**src/rtl/core/lrc_pkg.sv**
```systemverilog
// ----------------------------------------------------------------------------
// lrc_pkg
// Shared types and constants for the least-run-count thread picker.
// ----------------------------------------------------------------------------
package lrc_pkg;

  localparam int THREAD_SLOTS_DEF = 16;
  localparam int SLOT_W           = 4;
  localparam int COUNT_W          = 32;

  // action codes
  localparam logic ACT_SET   = 1'b0;
  localparam logic ACT_SCHED = 1'b1;

  typedef enum logic [2:0] {
    S_IDLE,
    S_SET_RD,
    S_SCAN,
    S_PICK_RD,
    S_PICK_WR,
    S_OUT
  } lrc_state_t;

  // control from sequencer to the compare unit
  typedef struct packed {
    logic start;     // clear best-so-far
    logic valid;     // an entry is presented this cycle
    logic eligible;  // entry is running and not current
  } lrc_scan_ctl_t;

endpackage

```
**src/rtl/core/lrc_in_if.sv**
```systemverilog
// ----------------------------------------------------------------------------
// lrc_in_if
// Request channel: set or schedule transaction.
// ----------------------------------------------------------------------------
interface lrc_in_if import lrc_pkg::*; ();
  logic              valid;
  logic              ready;
  logic              action;
  logic [SLOT_W-1:0] slot;
  logic              running;
  logic              clear_count;

  modport source (output valid, action, slot, running, clear_count, input ready);
  modport sink   (input valid, action, slot, running, clear_count, output ready);
endinterface

```
**src/rtl/core/lrc_out_if.sv**
```systemverilog
// ----------------------------------------------------------------------------
// lrc_out_if
// Result channel: chosen slot and its run count.
// ----------------------------------------------------------------------------
interface lrc_out_if import lrc_pkg::*; ();
  logic               valid;
  logic               ready;
  logic [SLOT_W-1:0]  chosen_slot;
  logic [COUNT_W-1:0] chosen_count;
  logic               fell_back;
  logic               was_scheduled;

  modport source (output valid, chosen_slot, chosen_count, fell_back, was_scheduled,
                  input ready);
  modport sink   (input valid, chosen_slot, chosen_count, fell_back, was_scheduled,
                  output ready);
endinterface

```
**src/rtl/core/lrc_ram.sv**
```systemverilog
// ----------------------------------------------------------------------------
// lrc_ram
// Generic single-write, single-read RAM with registered read data.
// ----------------------------------------------------------------------------
module lrc_ram #(
  parameter int WIDTH = 32,
  parameter int DEPTH = 16
) (
  input  logic                     clk,
  input  logic                     we,
  input  logic [$clog2(DEPTH)-1:0] waddr,
  input  logic [WIDTH-1:0]         wdata,
  input  logic [$clog2(DEPTH)-1:0] raddr,
  output logic [WIDTH-1:0]         rdata
);

  logic [WIDTH-1:0] mem [DEPTH];

  always_ff @(posedge clk) begin
    if (we) begin
      mem[waddr] <= wdata;
    end
    rdata <= mem[raddr];
  end

endmodule

```
**src/rtl/core/lrc_scan.sv**
```systemverilog
// ----------------------------------------------------------------------------
// lrc_scan
// Shared compare unit: tracks the eligible entry with the smallest count,
// later entry wins on a tie.
// ----------------------------------------------------------------------------
module lrc_scan import lrc_pkg::*; #(
  parameter int IDX_W = 4
) (
  input  logic               clk,
  input  logic               rst,
  input  lrc_scan_ctl_t      ctl,
  input  logic [IDX_W-1:0]   idx,
  input  logic [COUNT_W-1:0] count,
  output logic               found,
  output logic [IDX_W-1:0]   best_idx
);

  logic [COUNT_W-1:0] best_cnt;
  logic               take;

  assign take = ctl.valid && ctl.eligible && (!found || (count <= best_cnt));

  always_ff @(posedge clk) begin
    if (rst || ctl.start) begin
      found    <= 1'b0;
      best_idx <= '0;
    end else if (take) begin
      found    <= 1'b1;
      best_idx <= idx;
    end
  end

  always_ff @(posedge clk) begin
    if (take) begin
      best_cnt <= count;
    end
  end

endmodule

```
**src/rtl/core/least_run_count_thread_picker.sv**
```systemverilog
// ----------------------------------------------------------------------------
// least_run_count_thread_picker
// Picks the running thread slot with the smallest run count, other than the
// current one, using one compare unit stepped over the slot table.
// ----------------------------------------------------------------------------
//
//  channel | dir | handshake    | payload
//  --------+-----+--------------+---------------------------------------------
//  req     | in  | valid/ready  | action, slot, running, clear_count
//  rsp     | out | valid/ready  | chosen_slot, chosen_count, fell_back,
//          |     |              | was_scheduled
//
//  Set transaction: accept, count read, result load.
//  Schedule transaction: the scan reads one count per cycle through the
//  single RAM read port into the compare unit.
//  req.ready is high only while the sequencer is idle; one transaction at a
//  time. A waiting result stalls the sequencer in its result state.
//  Reset (rst, synchronous) clears running flags, count valid bits and the
//  current slot at once; counts read as zero until first written.
// ----------------------------------------------------------------------------
module least_run_count_thread_picker import lrc_pkg::*; #(
  parameter int THREAD_SLOTS = THREAD_SLOTS_DEF
) (
  input logic      clk,
  input logic      rst,
  lrc_in_if.sink   req,
  lrc_out_if.source rsp
);

  localparam int SW = $clog2(THREAD_SLOTS);
  localparam logic [SW-1:0] LAST_IDX = SW'(THREAD_SLOTS - 1);

  lrc_state_t state, state_next;

  // slot table control: running flags and count valid bits live in flops
  logic [THREAD_SLOTS-1:0] run_flags;
  logic [THREAD_SLOTS-1:0] cnt_valid;
  logic [SW-1:0]           cur;

  // RAM read address, current and registered
  logic [SW-1:0]      rd_addr, rd_addr_q;
  logic [COUNT_W-1:0] ram_q, cnt_data, cnt_inc;
  logic               ram_we;

  lrc_scan_ctl_t scan_ctl;
  logic          scan_found;
  logic [SW-1:0] scan_best;

  // pending result, loaded into the output register when it frees up
  logic [SLOT_W-1:0]  res_slot;
  logic [COUNT_W-1:0] res_count;
  logic               res_fell;
  logic               res_sched;

  logic          req_fire;
  logic          set_ok;
  logic [SW-1:0] set_idx;
  logic          out_load;

  assign req.ready = (state == S_IDLE);
  assign req_fire  = req.valid && req.ready;
  assign set_ok    = (32'(req.slot) < 32'(THREAD_SLOTS));
  assign set_idx   = SW'(req.slot);

  // unwritten counts read as zero
  assign cnt_data = cnt_valid[rd_addr_q] ? ram_q : '0;
  assign cnt_inc  = cnt_data + COUNT_W'(1);

  assign out_load = (state == S_OUT) && (!rsp.valid || rsp.ready);

  lrc_ram #(
    .WIDTH (COUNT_W),
    .DEPTH (THREAD_SLOTS)
  ) u_cnt_ram (
    .clk   (clk),
    .we    (ram_we),
    .waddr (rd_addr_q),
    .wdata (cnt_inc),
    .raddr (rd_addr),
    .rdata (ram_q)
  );

  lrc_scan #(
    .IDX_W (SW)
  ) u_scan (
    .clk      (clk),
    .rst      (rst),
    .ctl      (scan_ctl),
    .idx      (rd_addr_q),
    .count    (cnt_data),
    .found    (scan_found),
    .best_idx (scan_best)
  );

  // sequencer
  always_ff @(posedge clk) begin
    if (rst) begin
      state <= S_IDLE;
    end else begin
      state <= state_next;
    end
  end

  always_comb begin
    state_next = state;
    rd_addr    = rd_addr_q;
    ram_we     = 1'b0;
    scan_ctl   = '0;
    case (state)
      S_IDLE: begin
        if (req.valid) begin
          if (req.action == ACT_SET) begin
            rd_addr    = cur;
            state_next = S_SET_RD;
          end else begin
            rd_addr        = '0;
            scan_ctl.start = 1'b1;
            state_next     = S_SCAN;
          end
        end
      end
      S_SET_RD: begin
        state_next = S_OUT;
      end
      S_SCAN: begin
        // rd_addr_q doubles as the scan index
        scan_ctl.valid    = 1'b1;
        scan_ctl.eligible = run_flags[rd_addr_q] && (rd_addr_q != cur);
        if (rd_addr_q == LAST_IDX) begin
          state_next = S_PICK_RD;
        end else begin
          rd_addr = rd_addr_q + SW'(1);
        end
      end
      S_PICK_RD: begin
        rd_addr    = scan_found ? scan_best : '0;
        state_next = S_PICK_WR;
      end
      S_PICK_WR: begin
        ram_we     = 1'b1;
        state_next = S_OUT;
      end
      S_OUT: begin
        if (out_load) begin
          state_next = S_IDLE;
        end
      end
      default: begin
        state_next = S_IDLE;
      end
    endcase
  end

  always_ff @(posedge clk) begin
    rd_addr_q <= rd_addr;
  end

  // slot table and current slot
  always_ff @(posedge clk) begin
    if (rst) begin
      run_flags <= '0;
      cnt_valid <= '0;
      cur       <= '0;
    end else begin
      if (req_fire && req.action == ACT_SET && set_ok) begin
        run_flags[set_idx] <= req.running;
        if (req.clear_count) begin
          cnt_valid[set_idx] <= 1'b0;
        end
      end
      if (state == S_PICK_RD) begin
        cur <= rd_addr;
      end
      if (state == S_PICK_WR) begin
        cnt_valid[rd_addr_q] <= 1'b1;
      end
    end
  end

  // result assembly
  always_ff @(posedge clk) begin
    case (state)
      S_SET_RD: begin
        res_slot  <= SLOT_W'(cur);
        res_count <= cnt_data;
        res_fell  <= 1'b0;
        res_sched <= 1'b0;
      end
      S_PICK_RD: begin
        res_fell <= !scan_found;
      end
      S_PICK_WR: begin
        res_slot  <= SLOT_W'(rd_addr_q);
        res_count <= cnt_inc;
        res_sched <= 1'b1;
      end
      default: begin
      end
    endcase
  end

  // output register
  always_ff @(posedge clk) begin
    if (rst) begin
      rsp.valid <= 1'b0;
    end else if (out_load) begin
      rsp.valid <= 1'b1;
    end else if (rsp.ready) begin
      rsp.valid <= 1'b0;
    end
  end

  always_ff @(posedge clk) begin
    if (out_load) begin
      rsp.chosen_slot   <= res_slot;
      rsp.chosen_count  <= res_count;
      rsp.fell_back     <= res_fell;
      rsp.was_scheduled <= res_sched;
    end
  end

  // checks
  a_busy_after_accept: assert property (@(posedge clk) disable iff (rst)
    req_fire |=> !req.ready)
    else $error("request accepted while a transaction was in flight");

  a_pick_is_eligible: assert property (@(posedge clk) disable iff (rst)
    (state == S_PICK_RD) && scan_found |-> run_flags[scan_best] && (scan_best != cur))
    else $error("picked slot is not running or is the current slot");

  a_write_to_current: assert property (@(posedge clk) disable iff (rst)
    (state == S_PICK_WR) |-> (rd_addr_q == cur))
    else $error("count increment not aimed at the new current slot");

  a_fallback_result: assert property (@(posedge clk) disable iff (rst)
    rsp.valid && rsp.fell_back |-> rsp.was_scheduled && (rsp.chosen_slot == '0))
    else $error("fallback result is not a schedule of slot zero");

endmodule

```
**src/flat_wrapper.sv**
```systemverilog
// flat-port wrapper written by rule: the top's interface ports become plain ports
module least_run_count_thread_picker_flat import lrc_pkg::*;
#(
  parameter int THREAD_SLOTS = THREAD_SLOTS_DEF
)
  (clk, rst, req_valid, req_action, req_slot, req_running, req_clear_count, req_ready, rsp_valid, rsp_chosen_slot, rsp_chosen_count, rsp_fell_back, rsp_was_scheduled, rsp_ready);
  lrc_in_if req_i ();
  lrc_out_if rsp_i ();
  input logic clk;
  input logic rst;
  input wire logic [$bits(req_i.valid)-1:0] req_valid;
  input wire logic [$bits(req_i.action)-1:0] req_action;
  input wire logic [$bits(req_i.slot)-1:0] req_slot;
  input wire logic [$bits(req_i.running)-1:0] req_running;
  input wire logic [$bits(req_i.clear_count)-1:0] req_clear_count;
  output wire logic [$bits(req_i.ready)-1:0] req_ready;
  output wire logic [$bits(rsp_i.valid)-1:0] rsp_valid;
  output wire logic [$bits(rsp_i.chosen_slot)-1:0] rsp_chosen_slot;
  output wire logic [$bits(rsp_i.chosen_count)-1:0] rsp_chosen_count;
  output wire logic [$bits(rsp_i.fell_back)-1:0] rsp_fell_back;
  output wire logic [$bits(rsp_i.was_scheduled)-1:0] rsp_was_scheduled;
  input wire logic [$bits(rsp_i.ready)-1:0] rsp_ready;
  assign req_i.valid = req_valid;
  assign req_i.action = req_action;
  assign req_i.slot = req_slot;
  assign req_i.running = req_running;
  assign req_i.clear_count = req_clear_count;
  assign req_ready = req_i.ready;
  assign rsp_valid = rsp_i.valid;
  assign rsp_chosen_slot = rsp_i.chosen_slot;
  assign rsp_chosen_count = rsp_i.chosen_count;
  assign rsp_fell_back = rsp_i.fell_back;
  assign rsp_was_scheduled = rsp_i.was_scheduled;
  assign rsp_i.ready = rsp_ready;
  least_run_count_thread_picker #(.THREAD_SLOTS(THREAD_SLOTS)) u_core (.clk(clk), .rst(rst), .req(req_i), .rsp(rsp_i));
endmodule
```
**config.mk**
```make
export PLATFORM = sky130hd
export DESIGN_NAME = least_run_count_thread_picker_flat
export DESIGN_NICKNAME = d
export VERILOG_FILES = /design/src/rtl/core/lrc_pkg.sv /design/src/rtl/core/lrc_in_if.sv /design/src/rtl/core/lrc_out_if.sv /design/src/rtl/core/lrc_ram.sv /design/src/rtl/core/lrc_scan.sv /design/src/rtl/core/least_run_count_thread_picker.sv /design/src/flat_wrapper.sv
export SDC_FILE = /design/constraint.sdc
export NUM_CORES = 1
export LEC_CHECK = 0
export ABC_AREA = 1
export BUFFER_PORTS_ARGS = -buffer_cell sky130_fd_sc_hd__clkbuf_2
export CORE_MARGIN = 2
export CORE_UTILIZATION = 25
export CTS_CLUSTER_SIZE = 8
export DETAILED_ROUTE_END_ITERATION = 8
export SLEW_MARGIN = 20
export SYNTH_ARGS = -nofsm -noshare
export SYNTH_HDL_FRONTEND = slang
export SYNTH_SLANG_ARGS = --single-unit
export TNS_END_PERCENT = 1
```
**constraint.sdc**
```tcl
create_clock -name clk -period 10.3 [get_ports clk]
set_clock_uncertainty 0.2 [all_clocks]
set_input_delay 1.545 -clock clk [delete_from_list [all_inputs] [get_ports clk]]
set_output_delay 1.545 -clock clk [all_outputs]
set_load 0.005 [all_outputs]
```
==> results.toml, run 1 <==
[status]
outcome = "complete, no violations"

[sta]
report.final.slew_viol_count = 0
rsz0062_at_grt = "no"
setup_viol = 0
period_needed_ns = 5.40
period_share_pct = 52.5
worstMarginPinSlew_ns = 1.14
max_slew_margin_pct = 24.3
max_freq_ghz = 0.185
fin_tns_setup_ns = 0
fin_ws_ns = 4.90
finalHoldViolCount = 0

[floorplanning]
rows = 125
die_height_um = 346
die_area_um2 = 120000
die-width_um = 346
initial_utilization_pct = 25.2
coreArea_um2 = 116000
io-pin-count = 51

[grt]
grt_usage_pct = 11.7
grt_overflow = 0
grt_pass1_vias = 17464
grt_antenna_before_repair = 1
grt_pass1_wl_um = 108000
grt_max_degree = 221

[final_layout]
multiInputGateArea_um2 = 7490
regArea_um2 = 20200
drive_gt1_share_pct = 11.3
final_nets = 2573
n_fill_cell = 11700
syn_to_final_growth_pct = 17.4
n_antenna_cell = 0

[synthesis]
synth-seq-area-share_pct = 69.1
synth_edf_count = 620
synth-async-reset-ratio_pct = 0
synth.distinct_cells = 45
avgSynthCellArea_um2 = 12.0
synthCells = 2449
yosys_warnings = 0
synth_top_flop_cell = "edfxtp_1"
ys_ff_latch = 701
synth_nets = 2496
syn_area_um2 = 29300

[pwr]
p_int_mw = 6.11
peakVddDrop_mv = 0.296
clkPwrFrac_pct = 32.5
leakage_nw = 12.7
pwr-share-seq_pct = 41.4
netSwitchingPower_mw = 2.99
switching_share_pct = 32.9
p_per_area_nw_per_um2 = 264
comb_power_share_pct = 26.0

[clock_tree]
cts_num_sinks = 701
clk_latency_ns = 0.65
cts_buffer_depth = 3
cts_made_buffers = 97
cts_setup_buffers = 0
cts-root-buf = "clkbuf_16"
path_clk_slew_ns = 0.05
ctsHoldBuffers = 0
cts_resized = 0
cts_tree = "done"
cts-htree-levels = 3

[route]
routed_via_density = 4.45
totalWireLength_um = 72000
avgRoutedWirePerCell_um = 17.4
first_pass_iters = 7
ant_nets = 0
drt_iter0_drc = 1525
drc_errors = 0
vias = 18376

[critical_path]
worstPathRequired_ns = 10.38
crit_start = "u_core.rd_addr_q[0]"
startpoint_type = "flop"
r2r_cells = 20
r2r_end = "u_core.u_scan.best_cnt[24]"
rr_startpoint = "u_core.rd_addr_q[0]"
crit_path_max_fanout = 32
critPathArrivalTime_ns = 5.49
critPathKind = "flop to flop"
rrSetupSlack_ns = 4.90
cp-end-kind = "flop"

[hold_path]
hold_path.class = "flop to flop"
hold_path_end = "u_core.rsp.chosen_count[3]"
min-delay-start = "u_core.res_count[3]"
holdPathStages = 0

[placed_design]
dp_hpwl_um = 41100
pre_cts_slack_ns = 4.89
port_buffers = 50
place.gp.congestion = 0.893

[run]
drv_cap = 0
-- synth_stat cells, drive strengths merged, types with 2 or more instances --
cell / number / area (µm²)
clkbuf: 77 / 289
a221oi: 2 / 17.5
o22ai: 4 / 25.0
xor2: 26 / 250
buf: 44 / 248
a211oi: 2 / 15.0
edfxtp: 620 / 18600
a21oi: 173 / 866
nand2: 285 / 1120
ha: 36 / 450
o21ai: 255 / 1280
xnor2: 7 / 68.8
o211ai: 129 / 968
inv: 346 / 1300
dfxtp: 81 / 1620
nand4: 12 / 75.1
nor2: 144 / 698
nor3: 31 / 165
nand3: 97 / 490
nor4: 6 / 37.5
mux2i: 64 / 641
a31oi: 2 / 12.5
-- worst max path at each step --
stage | to | slack (ns) | cells past startpoint
global route | u_core.u_scan.best_cnt[31] | 4.54 | 20
finish | u_core.u_scan.best_cnt[24] | 4.90 | 20
detailed placement | u_core.u_scan.best_cnt[23] | 4.89 | 20
floorplan | u_core.u_scan.best_cnt[0] | 6.28 | 24
global placement | u_core.u_scan.best_cnt[22] | 4.95 | 20
CTS | u_core.u_scan.best_cnt[24] | 4.89 | 20
-- cell families after synthesis --
kind of cell    Yosys count  share of synthesized area, %
compound gates          572                          11.0
xor+xnor                 33                          1.09
fa+ha+maj                36                          1.54
buf+inv                 467                          6.27
flops                   701                          69.1
mux                      64                          2.19
simple gates            576                          8.85
-- final cells by class --
class | instances | share of cell area (%)
clock buffer | 172 | 8.03
clock inverter | 5 | 0.211
inverter | 346 | 3.79
multi-input combinational | 1281 | 21.8
sequential | 701 | 58.8
tap | 1524 | 5.54
timing repair buffer | 99 | 1.83
-- stage by stage --
stage	cell area, µm²	total power, mW	std cells	utilization [%]	hold slack, ns
final	34400	9.10	4128	29.6	0.215
after global routing	34400	9.57	4128	29.6	0.222
after CTS	34300	9.15	4128	29.5	0.215
after detailed placement	31500	6.18	3951	27.1	0.205
after global placement	31500	6.13	3951	27.1	0.201
after floorplan	29300	5.47	2449	-	0.200
-- flip-flops by register name (all words and copies together), names as in the netlist --
signal	flops
u_core.cnt_valid	16
u_core.cur	4
u_core.rd_addr_q	4
u_core.res_count	32
u_core.res_fell	1
u_core.res_sched	1
u_core.res_slot	4
u_core.rsp.chosen_count	32
u_core.rsp.chosen_slot	4
u_core.rsp.fell_back	1
u_core.rsp.valid	1
u_core.rsp.was_scheduled	1
u_core.run_flags	16
u_core.state	3
u_core.u_cnt_ram.mem	512
u_core.u_cnt_ram.rdata	32
u_core.u_scan.best_cnt	32
u_core.u_scan.best_idx	4
u_core.u_scan.found	1
-- cell usage in the layout (no fill, tap or decap), types with 3 or more instances in the layout --
master	count
edfxtp_1	620
inv_1	339
nand2_1	270
o21ai_0	252
a21oi_1	172
o211ai_1	129
nor2_1	101
clkbuf_16	99
nand3_1	96
dfxtp_1	81
clkbuf_1	72
mux2i_1	64
clkbuf_2	50
buf_4	48
ha_1	36
nor2_4	30
nor3_1	27
xor2_2	14
nand2_2	12
nand4_1	12
xor2_1	12
nor2_2	11
nor4_1	6
xnor2_1	5
inv_2	4
o22ai_1	4
nor3_2	4
nand2_4	3
inv_6	3
-- worst max-delay path, stage by stage (launching register included) --
cell	delay, ns
dfxtp_1	0.92
inv_4	0.29
nand2_1	0.14
nand3_1	0.08
nand2_1	0.11
nand2_1	0.07
nand2_2	0.11
nor2_4	0.04
buf_4	0.27
nor2_2	0.41
ha_1	0.33
a21oi_1	0.12
o21ai_0	0.09
nand3_1	0.08
a21oi_1	0.07
a2111oi_0	0.68
nand2_1	0.16
nand2_1	0.30
nand2_1	0.08
inv_1	0.06
buf_4	0.40
-- layer usage --
layer	wire [µm]	track usage, %	vias up
met3	3590	1.61	106
met2	34900	19.6	479
li1	-	-	8794
met1	32000	15.5	8997
met4	1540	3.80	0
met5	0	0	-
-- power groups by stage --
stage,logic [mW],clock network (mW),registers [mW]
3_3_place_gp,2.31,0,3.82
3_5_place_dp,2.36,0,3.82
4_1_cts,2.37,3.02,3.77
6_report,2.37,2.96,3.77
5_1_grt,2.65,3.14,3.78
2_1_floorplan,1.73,0,3.74
No activity file was read; power rests on OpenSTA's default activity.
==> run 2, diff against run 1 <==
--- a/config.mk
+++ b/config.mk
@@ -5,7 +5,7 @@
 export SDC_FILE = /design/constraint.sdc
 export NUM_CORES = 1
 export LEC_CHECK = 0
-export ABC_AREA = 1
+export ABC_AREA = 0
 export BUFFER_PORTS_ARGS = -buffer_cell sky130_fd_sc_hd__clkbuf_2
 export CORE_MARGIN = 2
 export CORE_UTILIZATION = 25
==> constraint.sdc (replaced) <==
create_clock -name clk -period 4.8 [get_ports clk]
set_clock_uncertainty 0.2 [all_clocks]
set_input_delay 0.72 -clock clk [delete_from_list [all_inputs] [get_ports clk]]
set_output_delay 0.72 -clock clk [all_outputs]
set_load 0.005 [all_outputs]
==> results.toml, run 2 <==
[sta]
period_needed_ns = 4.38
setup_viol = 0
max_slew_margin_pct = 26.6
finalHoldViolCount = 0
max_freq_ghz = 0.228
fin_tns_setup_ns = 0
worstMarginPinSlew_ns = 1.10
report.final.slew_viol_count = 0
period_share_pct = 91.3
rsz0062_at_grt = "no"

[critical_path]
cp_top_family = "compound AO/OA/AOI/OAI gates"
worstPathRequired_ns = 4.94
critPathArrivalTime_ns = 4.52
crit_slowest_cell = "mux4_2"
path_cells = "mux4_2 > mux2_4 > o21a_1 > buf_12 > nand2_1 > inv_1 > ha_1 > a21o_1 > a21o_1 > a2111oi_0 > a32oi_1 > a211oi_2 > o21ai_4 > inv_1 > buf_12"
slowest_delay_ns = 0.52
cp-end-kind = "flop"
startpoint_type = "flop"
critPathBufInv = 4
crit_path_max_fanout = 34
critPathKind = "flop to flop"

[synthesis]
synth_common_cells = "edfxtp_1, mux2i_1, nand2_1"
synth_nets = 1958
synth_top_flop_cell = "edfxtp_1"
synth_most_common_cell = "edfxtp_1"
synthTopCellsByArea = "edfxtp_1, mux2i_1, dfxtp_1, mux2_2, nand2_1"
synth-seq-area-share_pct = 70.0
synth_area_leader_cell = "edfxtp_1"
syn_area_um2 = 28900
synthCells = 1911
ys_ff_latch = 701
synth-async-reset-ratio_pct = 0
synth.distinct_cells = 67
yosys_warnings = 0
avgSynthCellArea_um2 = 15.1
synth_edf_count = 620
yosysTopAreaCellShare_pct = 64.4

[clock_tree]
cts_buffer_depth = 3
cts-htree-levels = 3
cts-root-buf = "clkbuf_16"
cts_made_buffers = 97
cts_tree = "done"
cts_num_sinks = 701
path_clk_slew_ns = 0.05
ctsHoldBuffers = 0
clk_latency_ns = 0.64
cts_resized = 0
cts_setup_buffers = 0

[route]
first_pass_iters = 7
totalWireLength_um = 66600
avgRoutedWirePerCell_um = 18.4
ant_nets = 0
vias = 16026
drc_errors = 0
routed_via_density = 4.43
drt_iter0_drc = 1186

[final_layout]
regArea_um2 = 20200
largest-register = "u_core.u_cnt_ram.mem"
n_fill_cell = 11343
final_nets = 2078
multiInputGateArea_um2 = 7910
drive_gt1_share_pct = 16.3
n_antenna_cell = 0
largest_reg_flops = 512
stdcell_count = 3620
layout_common_cells = "edfxtp_1, mux2i_1, nand2_1"
syn_to_final_growth_pct = 17.9
final_common_cell = "edfxtp_1"

[floorplanning]
io-pin-count = 51
die_area_um2 = 118000
rows = 124
initial_utilization_pct = 25.3
die-width_um = 344
die_height_um = 344
coreArea_um2 = 115000

[pwr]
leakage_nw = 11.1
comb_power_share_pct = 9.8
pwr-share-seq_pct = 47.7
p_int_mw = 11.4
p_per_area_nw_per_um2 = 440
peakVddDrop_mv = 0.260
switching_share_pct = 24.2
clkPwrFrac_pct = 42.5
netSwitchingPower_mw = 3.62

[hold_path]
hold_path.class = "flop to flop"

[grt]
grt_max_degree = 66
grt_antenna_before_repair = 0
grt_overflow = 0
grt_pass1_wl_um = 100000
grt_pass1_vias = 15988
grt_usage_pct = 11.1

[run]
drv_cap = 0

[placed_design]
place.gp.congestion = 0.839
placedCellCount = 3442
dp_hpwl_um = 39700
port_buffers = 50

[status]
outcome = "complete, no violations"
run 2: cell types whose count changed after synthesis, sizes merged, moves of 32 or more:
cell | previous run | this run
mux2 | 0 | 67
inv | 346 | 81
a21oi | 173 | 47
nand3 | 97 | 47
nand2 | 285 | 151
a22oi | 0 | 32
xnor2 | 7 | 54
o221ai | 0 | 32
nor2 | 144 | 50
o211ai | 129 | 3
clkbuf | 77 | 41
o21ai | 255 | 105
mux2i | 64 | 264
run 2: path summary, 6_finish.rpt:
path / start / end / slack [ns] / cells after the start
worst max-delay path: u_core.rd_addr_q[2] / u_core.u_scan.best_cnt[23] / 0.42 / 15
worst min-delay path: u_core.res_count[6] / u_core.rsp.chosen_count[6] / 0.21 / 0
worst max register to register: u_core.rd_addr_q[2] / u_core.u_scan.best_cnt[23] / 0.42 / 15
worst min register to register: u_core.res_count[6] / u_core.rsp.chosen_count[6] / 0.21 / 0
run 2: layout make-up:
type	count	area share [%]
sequential	701	59.3
inverter	81	0.892
clock inverter	6	0.367
multi-input combinational	1031	23.2
tap	1512	5.55
timing repair buffer	119	2.66
clock buffer	170	8.01
run 2: kinds of logic (layout without fill, tap and decap cells):
kind of cell	count (synthesis)	in the layout	share of synthesized area, %
flops	701	701	70.0
simple gates	343	343	5.60
mux	340	340	12.5
compound gates	248	248	5.51
buf+inv	179	376	2.93
xor+xnor	64	64	1.94
fa+ha+maj	36	36	1.56
run 2: stage by stage:
step	hold slack, ns	setup WS (ns)	util, %	area [µm²]	total power [mW]
final	0.212	0.418	29.8	34100	15.0
after global routing	0.212	0.181	29.8	34100	15.5
after CTS	0.174	0.372	29.7	34100	15.1
after detailed placement	0.206	0.367	27.2	31200	8.72
after global placement	0.204	0.399	27.2	31200	8.71
after floorplan	0.200	0.205	-	28900	8.22
run 2: per-layer routing:
layer | global-route usage [%] | share of wire (%)
met4 | 3.41 | 1.9
met5 | 0 | 0
met3 | 1.93 | 5.0
met1 | 14.9 | 46
met2 | 18.3 | 47
run 2: power by group through the flow:
stage / clock (mW) / sequential [mW] / combinational (mW)
final: 6.37 / 7.15 / 1.47
after global routing: 6.74 / 7.16 / 1.61
after CTS: 6.48 / 7.14 / 1.47
after detailed placement: 0 / 7.26 / 1.46
after global placement: 0 / 7.26 / 1.45
after floorplan: 0 / 7.17 / 1.05
